===== src/design/ipe_pkg.sv =====
package ipe_pkg;

    localparam int unsigned PART_W  = 6;
    localparam int unsigned TDATA_W = 8;

    typedef struct packed {
        logic in_ready;
        logic load_restart;
        logic set_finished;
        logic scan_init;
        logic scan_step;
        logic scan_lower;
        logic fill_copy;
        logic fill_end;
        logic emit;
        logic exh_load;
    } t_cmd;

    typedef struct packed {
        logic in_restart;
        logic in_total_zero;
        logic finished;
        logic rd_one;
        logic rd_zero;
        logic k_zero;
        logic rem_gt;
        logic fill_ovf;
        logic out_free;
        logic emit_done;
    } t_status;

endpackage


===== src/design/ipe_ctrl.sv =====
module ipe_ctrl
    import ipe_pkg::*;
(
    input  logic    i_clk,
    input  logic    i_rst_n,
    input  logic    s_axis_tvalid,
    output logic    s_axis_tready,
    input  t_status i_status,
    output t_cmd    o_cmd
);

    typedef enum logic [5:0] {
        S_IDLE     = 6'b000001,
        S_SCAN_RD  = 6'b000010,
        S_SCAN_CHK = 6'b000100,
        S_FILL     = 6'b001000,
        S_EMIT     = 6'b010000,
        S_EXH      = 6'b100000
    } t_state;

    t_state r_state;
    t_state n_state;

    always_comb begin
        n_state = r_state;
        o_cmd   = '0;
        unique case (r_state)
            S_IDLE: begin
                o_cmd.in_ready = 1'b1;
                if (s_axis_tvalid) begin
                    if (i_status.in_restart) begin
                        if (i_status.in_total_zero) begin
                            o_cmd.set_finished = 1'b1;
                            n_state = S_EXH;
                        end else begin
                            o_cmd.load_restart = 1'b1;
                            n_state = S_EMIT;
                        end
                    end else if (i_status.finished) begin
                        n_state = S_EXH;
                    end else begin
                        o_cmd.scan_init = 1'b1;
                        n_state = S_SCAN_RD;
                    end
                end
            end
            S_SCAN_RD: begin
                n_state = S_SCAN_CHK;
            end
            S_SCAN_CHK: begin
                if (i_status.rd_one) begin
                    if (i_status.k_zero) begin
                        o_cmd.set_finished = 1'b1;
                        n_state = S_EXH;
                    end else begin
                        o_cmd.scan_step = 1'b1;
                    end
                end else if (i_status.rd_zero) begin
                    o_cmd.set_finished = 1'b1;
                    n_state = S_EXH;
                end else begin
                    o_cmd.scan_lower = 1'b1;
                    n_state = S_FILL;
                end
            end
            S_FILL: begin
                if (i_status.fill_ovf) begin
                    o_cmd.set_finished = 1'b1;
                    n_state = S_EXH;
                end else if (i_status.rem_gt) begin
                    o_cmd.fill_copy = 1'b1;
                end else begin
                    o_cmd.fill_end = 1'b1;
                    n_state = S_EMIT;
                end
            end
            S_EMIT: begin
                o_cmd.emit = 1'b1;
                if (i_status.emit_done) begin
                    n_state = S_IDLE;
                end
            end
            S_EXH: begin
                if (i_status.out_free) begin
                    o_cmd.exh_load = 1'b1;
                    n_state = S_IDLE;
                end
            end
            default: begin
                n_state = S_IDLE;
            end
        endcase
    end

    assign s_axis_tready = o_cmd.in_ready;

    always_ff @(posedge i_clk) begin
        if (!i_rst_n) begin
            r_state <= S_IDLE;
        end else begin
            r_state <= n_state;
        end
    end

endmodule


===== src/design/ipe_dp.sv =====
module ipe_dp
    import ipe_pkg::*;
#(
    parameter int unsigned MAX_TOTAL = 32
) (
    input  logic               i_clk,
    input  logic               i_rst_n,
    input  t_cmd               i_cmd,
    output t_status            o_status,
    input  logic [TDATA_W-1:0] s_axis_tdata,   // [5:0] total
    input  logic               s_axis_tuser,   // [0] restart
    output logic               m_axis_tvalid,
    input  logic               m_axis_tready,
    output logic [TDATA_W-1:0] m_axis_tdata,   // [5:0] part_value
    output logic               m_axis_tlast,   // [0] last_part
    output logic               m_axis_tuser    // [0] exhausted
);

    localparam int unsigned IDX_W = $clog2(MAX_TOTAL);
    localparam int unsigned VAL_W = $clog2(MAX_TOTAL + 1);

    logic [PART_W-1:0] r_parts [MAX_TOTAL];
    logic [PART_W-1:0] r_rdata;

    logic [IDX_W-1:0]  r_k,   n_k;
    logic [IDX_W-1:0]  r_top, n_top;
    logic [IDX_W-1:0]  r_i,   n_i;
    logic [VAL_W-1:0]  r_rem, n_rem;
    logic [VAL_W-1:0]  r_cur, n_cur;
    logic              r_fin, n_fin;
    logic              r_pend;

    logic              r_out_valid, n_out_valid;
    logic [PART_W-1:0] r_out_part,  n_out_part;
    logic              r_out_last,  n_out_last;
    logic              r_out_exh,   n_out_exh;

    logic [PART_W-1:0] w_total;
    logic [PART_W-1:0] w_total_sat;
    logic [IDX_W:0]    w_kp1;
    logic              w_out_free;
    logic              w_emit_load;
    logic [IDX_W-1:0]  w_rd_addr;
    logic              w_we;
    logic [IDX_W-1:0]  w_waddr;
    logic [PART_W-1:0] w_wdata;

    assign w_total     = s_axis_tdata[PART_W-1:0];
    assign w_total_sat = (int'(w_total) > MAX_TOTAL) ? PART_W'(MAX_TOTAL) : w_total;
    assign w_kp1       = {1'b0, r_k} + (IDX_W + 1)'(1);
    assign w_out_free  = !r_out_valid || m_axis_tready;
    assign w_emit_load = i_cmd.emit && r_pend && w_out_free;

    always_comb begin
        if (i_cmd.emit) begin
            w_rd_addr = w_emit_load ? r_i + IDX_W'(1) : r_i;
        end else if (i_cmd.scan_step) begin
            w_rd_addr = r_k - IDX_W'(1);
        end else begin
            w_rd_addr = r_k;
        end
    end

    always_comb begin
        w_we    = 1'b0;
        w_waddr = r_k;
        w_wdata = PART_W'(r_cur);
        if (i_cmd.load_restart) begin
            w_we    = 1'b1;
            w_waddr = '0;
            w_wdata = w_total_sat;
        end else if (i_cmd.scan_lower) begin
            w_we    = 1'b1;
            w_waddr = r_k;
            w_wdata = r_rdata - PART_W'(1);
        end else if (i_cmd.fill_copy) begin
            w_we    = 1'b1;
            w_waddr = w_kp1[IDX_W-1:0];
            w_wdata = PART_W'(r_cur);
        end else if (i_cmd.fill_end) begin
            w_we    = 1'b1;
            w_waddr = w_kp1[IDX_W-1:0];
            w_wdata = PART_W'(r_rem);
        end
    end

    always_ff @(posedge i_clk) begin
        if (w_we) begin
            r_parts[w_waddr] <= w_wdata;
        end
        r_rdata <= r_parts[w_rd_addr];
    end

    always_comb begin
        n_k   = r_k;
        n_top = r_top;
        n_i   = r_i;
        n_rem = r_rem;
        n_cur = r_cur;
        n_fin = r_fin;
        if (i_cmd.load_restart) begin
            n_top = '0;
            n_fin = 1'b0;
            n_i   = '0;
        end
        if (i_cmd.set_finished) begin
            n_fin = 1'b1;
        end
        if (i_cmd.scan_init) begin
            n_k   = r_top;
            n_rem = '0;
        end
        if (i_cmd.scan_step) begin
            n_k   = r_k - IDX_W'(1);
            n_rem = r_rem + VAL_W'(1);
        end
        if (i_cmd.scan_lower) begin
            n_cur = VAL_W'(r_rdata - PART_W'(1));
            n_rem = r_rem + VAL_W'(1);
        end
        if (i_cmd.fill_copy) begin
            n_rem = r_rem - r_cur;
            n_k   = w_kp1[IDX_W-1:0];
        end
        if (i_cmd.fill_end) begin
            n_top = w_kp1[IDX_W-1:0];
            n_i   = '0;
        end
        if (w_emit_load) begin
            n_i = r_i + IDX_W'(1);
        end
    end

    always_comb begin
        n_out_part  = r_out_part;
        n_out_last  = r_out_last;
        n_out_exh   = r_out_exh;
        n_out_valid = r_out_valid && !m_axis_tready;
        if (w_emit_load) begin
            n_out_valid = 1'b1;
            n_out_part  = r_rdata;
            n_out_last  = (r_i == r_top);
            n_out_exh   = 1'b0;
        end else if (i_cmd.exh_load) begin
            n_out_valid = 1'b1;
            n_out_part  = '0;
            n_out_last  = 1'b1;
            n_out_exh   = 1'b1;
        end
    end

    always_ff @(posedge i_clk) begin
        if (!i_rst_n) begin
            r_top       <= '0;
            r_fin       <= 1'b1;
            r_pend      <= 1'b0;
            r_out_valid <= 1'b0;
        end else begin
            r_top       <= n_top;
            r_fin       <= n_fin;
            r_pend      <= i_cmd.emit;
            r_out_valid <= n_out_valid;
        end
    end

    always_ff @(posedge i_clk) begin
        r_k        <= n_k;
        r_i        <= n_i;
        r_rem      <= n_rem;
        r_cur      <= n_cur;
        r_out_part <= n_out_part;
        r_out_last <= n_out_last;
        r_out_exh  <= n_out_exh;
    end

    assign o_status.in_restart    = s_axis_tuser;
    assign o_status.in_total_zero = (w_total == '0);
    assign o_status.finished      = r_fin;
    assign o_status.rd_one        = (r_rdata == PART_W'(1));
    assign o_status.rd_zero       = (r_rdata == '0);
    assign o_status.k_zero        = (r_k == '0);
    assign o_status.rem_gt        = (r_rem > r_cur);
    assign o_status.fill_ovf      = (w_kp1 >= (IDX_W + 1)'(MAX_TOTAL));
    assign o_status.out_free      = w_out_free;
    assign o_status.emit_done     = w_emit_load && (r_i == r_top);

    assign m_axis_tvalid = r_out_valid;
    assign m_axis_tdata  = {{(TDATA_W - PART_W){1'b0}}, r_out_part};
    assign m_axis_tlast  = r_out_last;
    assign m_axis_tuser  = r_out_exh;

endmodule


===== src/design/integer_partition_enumerator.sv =====
// A restart beat emits its total as the first part; an advance beat first scans
// the trailing ones and fills copies before its first part.
// A new beat is taken only after all parts of the last one, or its exhausted
// beat, have been loaded into the output register.
// Reset: synchronous active low; clears to no active enumeration, output empty.
module integer_partition_enumerator
    import ipe_pkg::*;
#(
    parameter int unsigned MAX_TOTAL = 32
) (
    input  logic               i_clk,
    input  logic               i_rst_n,
    input  logic               s_axis_tvalid,
    output logic               s_axis_tready,
    input  logic [TDATA_W-1:0] s_axis_tdata,   // [5:0] total
    input  logic               s_axis_tuser,   // [0] restart
    output logic               m_axis_tvalid,
    input  logic               m_axis_tready,
    output logic [TDATA_W-1:0] m_axis_tdata,   // [5:0] part_value
    output logic               m_axis_tlast,   // [0] last_part
    output logic               m_axis_tuser    // [0] exhausted
);

    t_cmd    w_cmd;
    t_status w_status;

    ipe_ctrl u_ctrl (
        .i_clk         (i_clk),
        .i_rst_n       (i_rst_n),
        .s_axis_tvalid (s_axis_tvalid),
        .s_axis_tready (s_axis_tready),
        .i_status      (w_status),
        .o_cmd         (w_cmd)
    );

    ipe_dp #(
        .MAX_TOTAL (MAX_TOTAL)
    ) u_dp (
        .i_clk         (i_clk),
        .i_rst_n       (i_rst_n),
        .i_cmd         (w_cmd),
        .o_status      (w_status),
        .s_axis_tdata  (s_axis_tdata),
        .s_axis_tuser  (s_axis_tuser),
        .m_axis_tvalid (m_axis_tvalid),
        .m_axis_tready (m_axis_tready),
        .m_axis_tdata  (m_axis_tdata),
        .m_axis_tlast  (m_axis_tlast),
        .m_axis_tuser  (m_axis_tuser)
    );

`ifndef SYNTH
    a_accept_blocks: assert property (@(posedge i_clk) disable iff (!i_rst_n)
        (s_axis_tvalid && s_axis_tready) |=> !s_axis_tready)
        else $error("input taken again before the item finished");

    a_one_write: assert property (@(posedge i_clk) disable iff (!i_rst_n)
        $onehot0({w_cmd.load_restart, w_cmd.scan_lower, w_cmd.fill_copy, w_cmd.fill_end}))
        else $error("more than one memory write in a cycle");

    a_emit_busy: assert property (@(posedge i_clk) disable iff (!i_rst_n)
        (w_cmd.emit || w_cmd.exh_load) |-> !s_axis_tready)
        else $error("input ready while results are pending");

    a_exh_free: assert property (@(posedge i_clk) disable iff (!i_rst_n)
        w_cmd.exh_load |-> w_status.out_free)
        else $error("exhausted beat loaded over a held result");
`endif

endmodule


===== config.mk =====
export PLATFORM = sky130hd
export DESIGN_NAME = integer_partition_enumerator
export DESIGN_NICKNAME = d
export VERILOG_FILES = /design/src/design/ipe_pkg.sv /design/src/design/ipe_ctrl.sv /design/src/design/ipe_dp.sv /design/src/design/integer_partition_enumerator.sv
export SDC_FILE = /design/constraint.sdc
export NUM_CORES = 1
export LEC_CHECK = 0
export BUFFER_PORTS_ARGS = -buffer_cell sky130_fd_sc_hd__buf_2
export CAP_MARGIN = 10
export CORE_MARGIN = 2
export CORE_UTILIZATION = 40
export CTS_CLUSTER_DIAMETER = 120
export CTS_CLUSTER_SIZE = 24
export DETAILED_ROUTE_END_ITERATION = 8
export PLACE_DENSITY = 0.53
export SLEW_MARGIN = 5
export SYNTH_ARGS = -nofsm -noshare
export SYNTH_HDL_FRONTEND = slang
export SYNTH_HIERARCHICAL = 1
export SYNTH_SLANG_ARGS = --single-unit

===== constraint.sdc =====
create_clock -name i_clk -period 6.1 [get_ports i_clk]
set_clock_uncertainty 0.05 [all_clocks]
set_input_delay 0.305 -clock i_clk [delete_from_list [all_inputs] [get_ports i_clk]]
set_output_delay 0.305 -clock i_clk [all_outputs]
set_load 0.01 [all_outputs]

==> results of run 1 <==
per-stage QoR:
| step | cells | setup WS [ps] | hold WS [ps] | util |
|---|---|---|---|---|
| 6_report | 1303 | 1480 | 86.5 | 0.440 |
| 5_1_grt | 1303 | 1110 | 105 | 0.440 |
| 3_3_place_gp | 1283 | 1560 | 399 | 0.424 |
| 2_1_floorplan | 914 | 1390 | 338 | - |
| 3_5_place_dp | 1283 | 1520 | 420 | 0.424 |
| 4_1_cts | 1303 | 1470 | 67.5 | 0.440 |
worst register-to-register path, stage by stage, from the launching register on:
cell and delay (ps):
edfxtp_1 470, inv_1 70, ha_1 230, fa_1 470, inv_1 70, a21oi_1 70
o21bai_1 190, a21o_1 150, a21oi_1 60, a31oi_1 240, nor3_1 110, o21bai_1 390
nor2_1 100, xnor2_1 220, nor2_1 150, or4_1 650, nor2_1 570
how the worst min path moves through the flow:
stage | startpoint | end | slack, ps | cells past startpoint
final | i_rst_n | u_dp/r_fin | 90 | 2
after detailed placement | u_dp/m_axis_tuser | u_dp/m_axis_tuser | 420 | 2
after global routing | i_rst_n | u_dp/r_fin | 100 | 2
after floorplan | i_rst_n | u_dp/r_fin | 340 | 1
after global placement | u_dp/m_axis_tuser | u_dp/m_axis_tuser | 400 | 2
after CTS | i_rst_n | u_dp/r_fin | 70 | 2
final cells by class:
type                       instances  area share
clock inverter                     1     0.00247
sequential                       242       0.579
tap                              378      0.0388
timing repair buffer              42      0.0228
clock buffer                      19      0.0321
inverter                          30     0.00945
multi-input combinational        591       0.315
routing by layer:
metal	track usage	part of all wire	wire, µm	vias up
met1	0.274	0.47	13000	3603
met4	0.0453	0.022	605	0
met3	0.0237	0.048	1310	38
met5	0	0	0	-
li1	-	-	-	3410
met2	0.305	0.46	12500	168
where the power goes:
group          total [mW]  internal, mW  leakage [nW]  switching (mW)
clock network       0.999         0.461         0.201           0.538
logic               0.211        0.0699          1.73           0.141
registers            1.85          1.84          2.17          0.0193
total                3.06          2.37          4.11           0.699
registers in the layout (all words and copies together) (netlist names):
name                flops
u_dp/r_parts          192
u_dp/r_i                5
u_dp/r_out_part         6
u_dp/r_fin              1
u_dp/m_axis_tlast       1
u_dp/r_k                5
u_dp/m_axis_tvalid      1
u_dp/m_axis_tuser       1
u_dp/r_pend             1
u_ctrl/r_state          6
u_dp/r_rdata            6
u_dp/r_top              5
u_dp/r_rem              6
u_dp/r_cur              6
==> metrics.md, run 1 <==
| Metric | Value |
|---|---|
| Number of buffer and inverter instances along the worst setup path | `2` |
| Cell repeated most along the worst path | `nor2_1` |
| Post-synthesis instance area | `11200 µm²` |
| Setup repair after global routing missed its margin | `no` |
| Residual overflow from global routing | `0` |
| Reg2reg end | `u_dp/r_parts[18][3]` |
| Synth warn | `6` |
| Number of fill cells in the layout | `~2600` |
| Number of cells on the worst reg-to-reg path | `16` |
| Number of standard cells after synthesis | `roughly 910` |
| Reg2Reg Setup Slack | `~1500 ps` |
| CTS tree | `done` |
| Final design area excluding fillers | `between 10000 and 15000 µm²` |
| Y dimension of the die | `172 µm` |
| Area enclosed by the die boundary | `29400 µm²` |
| Number of buffer cells added on primary ports | `20` |
| Post-CTS Resized | `0` |
| Hold Path Class | `in2reg` |
| Pin count of the biggest net entering global routing | `34` |
| Num rows | `just over 60` |
| Number of nets still failing antenna checks after routing | `0` |
| Post-detailed-routing wire length | `27.4 mm` |
| Starting density of the core | `0.405` |
| Critical path peak fanout | `7` |
| CP Capture Type | `register` |
| HPWL after detailed placement | `~18 mm` |
| Post-CTS setup buffer count | `0` |
| Number of search-and-repair iterations in the first detailed-routing pass | `4` |
| Ant diodes | `0` |
| Clock root cell | `clkbuf_16` |
| Total Negative Setup Slacks | `0 ps` |
| Hold_buf cts | `0` |
| First-pass GRT wire length | `42.2 mm` |
| Slew HR | `0.200` |
| Outcome | `completed` |
| Clock transition at the registers of the reported paths | `around 100 ps` |
| Multi-input combinational cell area | `between 3000 and 4000 µm²` |
| Startpoint-to-endpoint class of the critical path | `reg2reg` |
| Wire length per cell | `around 21 µm` |
| CP startpoint kind | `register` |
| CP startpoint | `u_dp/r_rem[0]` |
| Iteration-0 DRC count of the detailed router | `795` |
| Number of buffers created by CTS | `14` |
| Via count | `7219` |
| Number of nets in the layout | `about 950` |
| Worst path cell trace | `inv_1, ha_1, fa_1, inv_1, a21oi_1, o21bai_1, a21o_1, a21oi_1, a31oi_1, nor3_1, o21bai_1, nor2_1, xnor2_1, nor2_1, or4_1, nor2_1` |
| Total power consumption of the routed design | `3.06 mW` |
| R2r startpoint | `u_dp/r_rem[0]` |
| Finish-stage setup viols | `0` |
| Cell count along the critical path | `16` |
| Avg Vias per Cell | `~5.5` |
| Worst vdd rail ir drop | `about 0.14 mV` |
| Per-instance average area after synthesis | `12.3 µm²` |
| Final Hold Violating Endpoints | `0` |
| CP Data Required Time | `between 6000 and 7000 ps` |
| CP max stage delay | `between 600 and 700 ps` |
| Num ports | `25` |
| Clock Latency Late Sink | `roughly 500 ps` |
| Max Clk Rate | `between 200 and 250 MHz` |
| Via count of the first global-routing pass | `between 6000 and 7000` |
| Max-cap viol count | `0` |
| Critical Path AT | `4700 ps` |
| Family with the most delay on the worst path | `simple AND/OR/NAND/NOR gates` |
| Pwr per Cell Area | `~250 nW/µm²` |
| Max Buffers Root-to-Sink | `3` |
| Post-detailed-placement cell area | `11800 µm²` |
| Highest-count cells in the layout ignoring fill and taps | `edfxtp_1, nand2_1, nor2_1` |
| Number of antenna violations at the first check in global routing | `1` |
| Leakage power | `just over 4 nW` |
| Slowest CP cell | `or4_1` |
| Capture point of the critical path | `u_dp/r_parts[18][3]` |
| Weighted congestion reported at the end of routability-driven placement | `0.858` |
| Shortest clock period the worst path allows after layout | `4620 ps` |
| Share of cells above drive strength 1 | `0.101` |
| Placeable core region | `between 20000 and 30000 µm²` |
| DR DRC count | `0` |
| Leading cell type in the layout, fill and taps excluded | `edfxtp_1` |
| Area Growth Syn to Fin | `8.49%` |
| Sequential cell area | `~7000 µm²` |
| Die outline width | `about 170 µm` |
| H-tree depth | `1` |
| Final Cycle Share | `0.758` |
| Number of sinks on the clock net | `around 240` |
| Worst-margin pin slew | `1190 ps` |
| Overall fraction of global-route tracks in use | `0.190` |
| Fin. max-slew vios | `0` |
No activity file was read; power rests on OpenSTA's default activity.
==> inputs of run 2 (changes only) <==
==> constraint.sdc (replaced) <==
create_clock -name i_clk -period 4.84 [get_ports i_clk]
set_clock_uncertainty 0.05 [all_clocks]
set_input_delay 0.242 -clock i_clk [delete_from_list [all_inputs] [get_ports i_clk]]
set_output_delay 0.242 -clock i_clk [all_outputs]
set_load 0.01 [all_outputs]
==> metrics.md, run 2 (same netlist as run 1, synthesis figures left out) <==
| Metric | Value |
|---|---|
| Outcome | `completed (unchanged)` |
| Total Negative Setup Slacks | `0 ps (unchanged)` |
| Slowest CP cell | `nor2_1 (was or4_1)` |
| Number of cells on the worst reg-to-reg path | `16 (unchanged)` |
| Post-detailed-routing wire length | `27.4 mm (about the same)` |
| Clock Latency Late Sink | `490 ps (was 500 ps)` |
| Avg Vias per Cell | `5.49 (was 5.54)` |
| Startpoint-to-endpoint class of the critical path | `reg2reg (unchanged)` |
| Area Growth Syn to Fin | `9.60% (was 8.49%)` |
| Via count of the first global-routing pass | `7047 (was 6979)` |
| CP max stage delay | `590 ps (was 650 ps)` |
| Shortest clock period the worst path allows after layout | `4470 ps (was 4620 ps)` |
| Pin count of the biggest net entering global routing | `33 (was 34)` |
| Fin. max-slew vios | `0 (unchanged)` |
| Weighted congestion reported at the end of routability-driven placement | `0.832 (was 0.858)` |
| CP Capture Type | `register (unchanged)` |
| Finish-stage setup viols | `0 (unchanged)` |
| Area enclosed by the die boundary | `29400 µm² (unchanged)` |
| Hold Path Stages | `2 (unchanged)` |
| Register ranked first by flip-flop count | `u_dp/r_parts (unchanged)` |
| Placeable core region | `27700 µm² (unchanged)` |
| Final Hold Violating Endpoints | `0 (unchanged)` |
| Net Switching | `871 µW (was 699 µW)` |
| Residual overflow from global routing | `0 (unchanged)` |
| First-pass GRT wire length | `42.4 mm (was 42.2 mm)` |
| Critical Path AT | `4550 ps (was 4700 ps)` |
| Power Internal | `3.00 mW (was 2.37 mW)` |
| Leakage power | `4.18 nW (was 4.11 nW)` |
| Post-CTS setup buffer count | `0 (unchanged)` |
| Worst setup margin | `366 ps (was 1480 ps)` |
| Number of flip-flops under the largest register name | `192 (unchanged)` |
| Number of nets in the layout | `960 (was 949)` |
| Starting density of the core | `0.405 (unchanged)` |
| Share of power burned in the clock network | `0.325 (was 0.326)` |
| Overall fraction of global-route tracks in use | `0.190 (about the same)` |
| Setup repair after global routing missed its margin | `yes (was no)` |
| Ant diodes | `0 (unchanged)` |
| H-tree depth | `1 (unchanged)` |
| Fraction of power consumed by sequential logic | `0.604 (was 0.605)` |
| Max Clk Rate | `224 MHz (was 216 MHz)` |
| Share of cells above drive strength 1 | `0.115 (was 0.101)` |
| Num ports | `25 (unchanged)` |
| Number of buffer and inverter instances along the worst setup path | `3 (was 2)` |
| Via count | `7233 (was 7219)` |
| Die outline width | `172 µm (unchanged)` |
| Slew HR | `0.252 (was 0.200)` |
| Max Buffers Root-to-Sink | `3 (unchanged)` |
| Max-cap viol count | `0 (unchanged)` |
| Hold_buf cts | `0 (unchanged)` |
| Hold Path Class | `in2reg (unchanged)` |
| Highest-count cells in the layout ignoring fill and taps | `edfxtp_1, nand2_1, nor2_1 (unchanged)` |
| Family with the most delay on the worst path | `compound AO/OA/AOI/OAI gates (was simple AND/OR/NAND/NOR gates)` |
| Clock root cell | `clkbuf_16 (unchanged)` |
| CTS tree | `done (unchanged)` |
| Pwr per Cell Area | `314 nW/µm² (was 252 nW/µm²)` |
| Final Cycle Share | `0.924 (was 0.758)` |
| CP Data Required Time | `4920 ps (was 6170 ps)` |
| Number of nets still failing antenna checks after routing | `0 (unchanged)` |
| Number of search-and-repair iterations in the first detailed-routing pass | `5 (was 4)` |
| Number of antenna violations at the first check in global routing | `0 (was 1)` |
| Sw Ratio | `0.225 (was 0.228)` |
| Iteration-0 DRC count of the detailed router | `656 (was 795)` |
| Leading cell type in the layout, fill and taps excluded | `edfxtp_1 (unchanged)` |
| Number of sinks on the clock net | `242 (unchanged)` |
| HPWL after detailed placement | `18.6 mm (was 18.3 mm)` |
| DR DRC count | `0 (unchanged)` |
| Worst-margin pin slew | `1110 ps (was 1190 ps)` |
| Cell repeated most along the worst path | `a21oi_1 (was nor2_1)` |
| Y dimension of the die | `172 µm (unchanged)` |
| Pre-CTS WS | `208 ps (was 1520 ps)` |
| Clock transition at the registers of the reported paths | `100 ps (about the same)` |
| Cell count along the critical path | `16 (unchanged)` |
| Combinational cell fraction of total power | `0.070 (was 0.069)` |
| Worst vdd rail ir drop | `0.199 mV (was 0.136 mV)` |
| CP startpoint kind | `register (unchanged)` |
| Number of buffer cells added on primary ports | `20 (unchanged)` |
| Num rows | `61 (unchanged)` |
| Worst path cell trace | `inv_1, ha_1, fa_1, inv_1, a21oi_1, o21bai_1, a21o_1, a21oi_1, a31oi_1, nor3b_2, buf_4, nor3b_1, a21oi_1, a21oi_1, o21ai_1, nor2_1 (was inv_1, ha_1, fa_1, inv_1, a21oi_1, o21bai_1, a21o_1, a21oi_1, a31oi_1, nor3_1, o21bai_1, nor2_1, xnor2_1, nor2_1, or4_1, nor2_1)` |
| Wire length per cell | `20.8 µm (was 21.1 µm)` |
| Critical path peak fanout | `24 (was 7)` |
| Number of buffers created by CTS | `14 (unchanged)` |
run 2: cell types whose count changed in the layout (fill, tap and decap cells not counted):
cell      before  now
a31oi_2        0    1
nor2_1        73   70
buf_4         21   31
clkbuf_1       4    8
nor2_2         1    4
a31oi_1       11   10
buf_12         1    2
run 2: per-stage QoR:
step	cells	power (mW)	hold slack [ps]	util	cell area, µm²
floorplan	914	2.55	275	-	11200
global placement	1294	2.66	400	0.428	11900
detailed placement	1294	2.66	424	0.428	11900
CTS	1318	3.92	13.0	0.444	12300
global route	1318	4.01	35.8	0.444	12300
finish	1318	3.87	32.4	0.444	12300
run 2: repair_timing:
item / CTS / global route
endpoints found under the setup margin: 0 / 60
endpoints found under the hold margin: 0 / 0
gates resized for setup: 0 / 4
run 2: cell type report:
class | instances | area (µm²)
tap | 378 | 473
clock buffer | 23 | 405
clock inverter | 1 | 30.0
sequential | 242 | 7060
inverter | 30 | 115
timing repair buffer | 53 | 373
fill | 2569 | 15400
multi-input combinational | 591 | 3850
run 2: worst paths after layout:
path	start	end	slack, ps
max	u_dp/r_rem[0]	u_dp/r_parts[5][2]	370
min	i_rst_n	u_dp/r_fin	30
max reg2reg	u_dp/r_rem[0]	u_dp/r_parts[5][2]	370
min reg2reg	u_dp/m_axis_tuser	u_dp/m_axis_tuser	440
run 2: power groups by stage:
stage,registers (mW),clock network (mW),logic [mW]
after floorplan,2.38,0,0.169
after global placement,2.38,0,0.273
after detailed placement,2.38,0,0.273
after CTS,2.34,1.31,0.274
after global routing,2.34,1.37,0.298
final,2.34,1.26,0.273
run 2: layer usage:
metal / routed length (µm) / track usage
met5: 0 / 0
met4: 443 / 0.0354
met1: 13000 / 0.278
met3: 1500 / 0.0281
met2: 12500 / 0.305
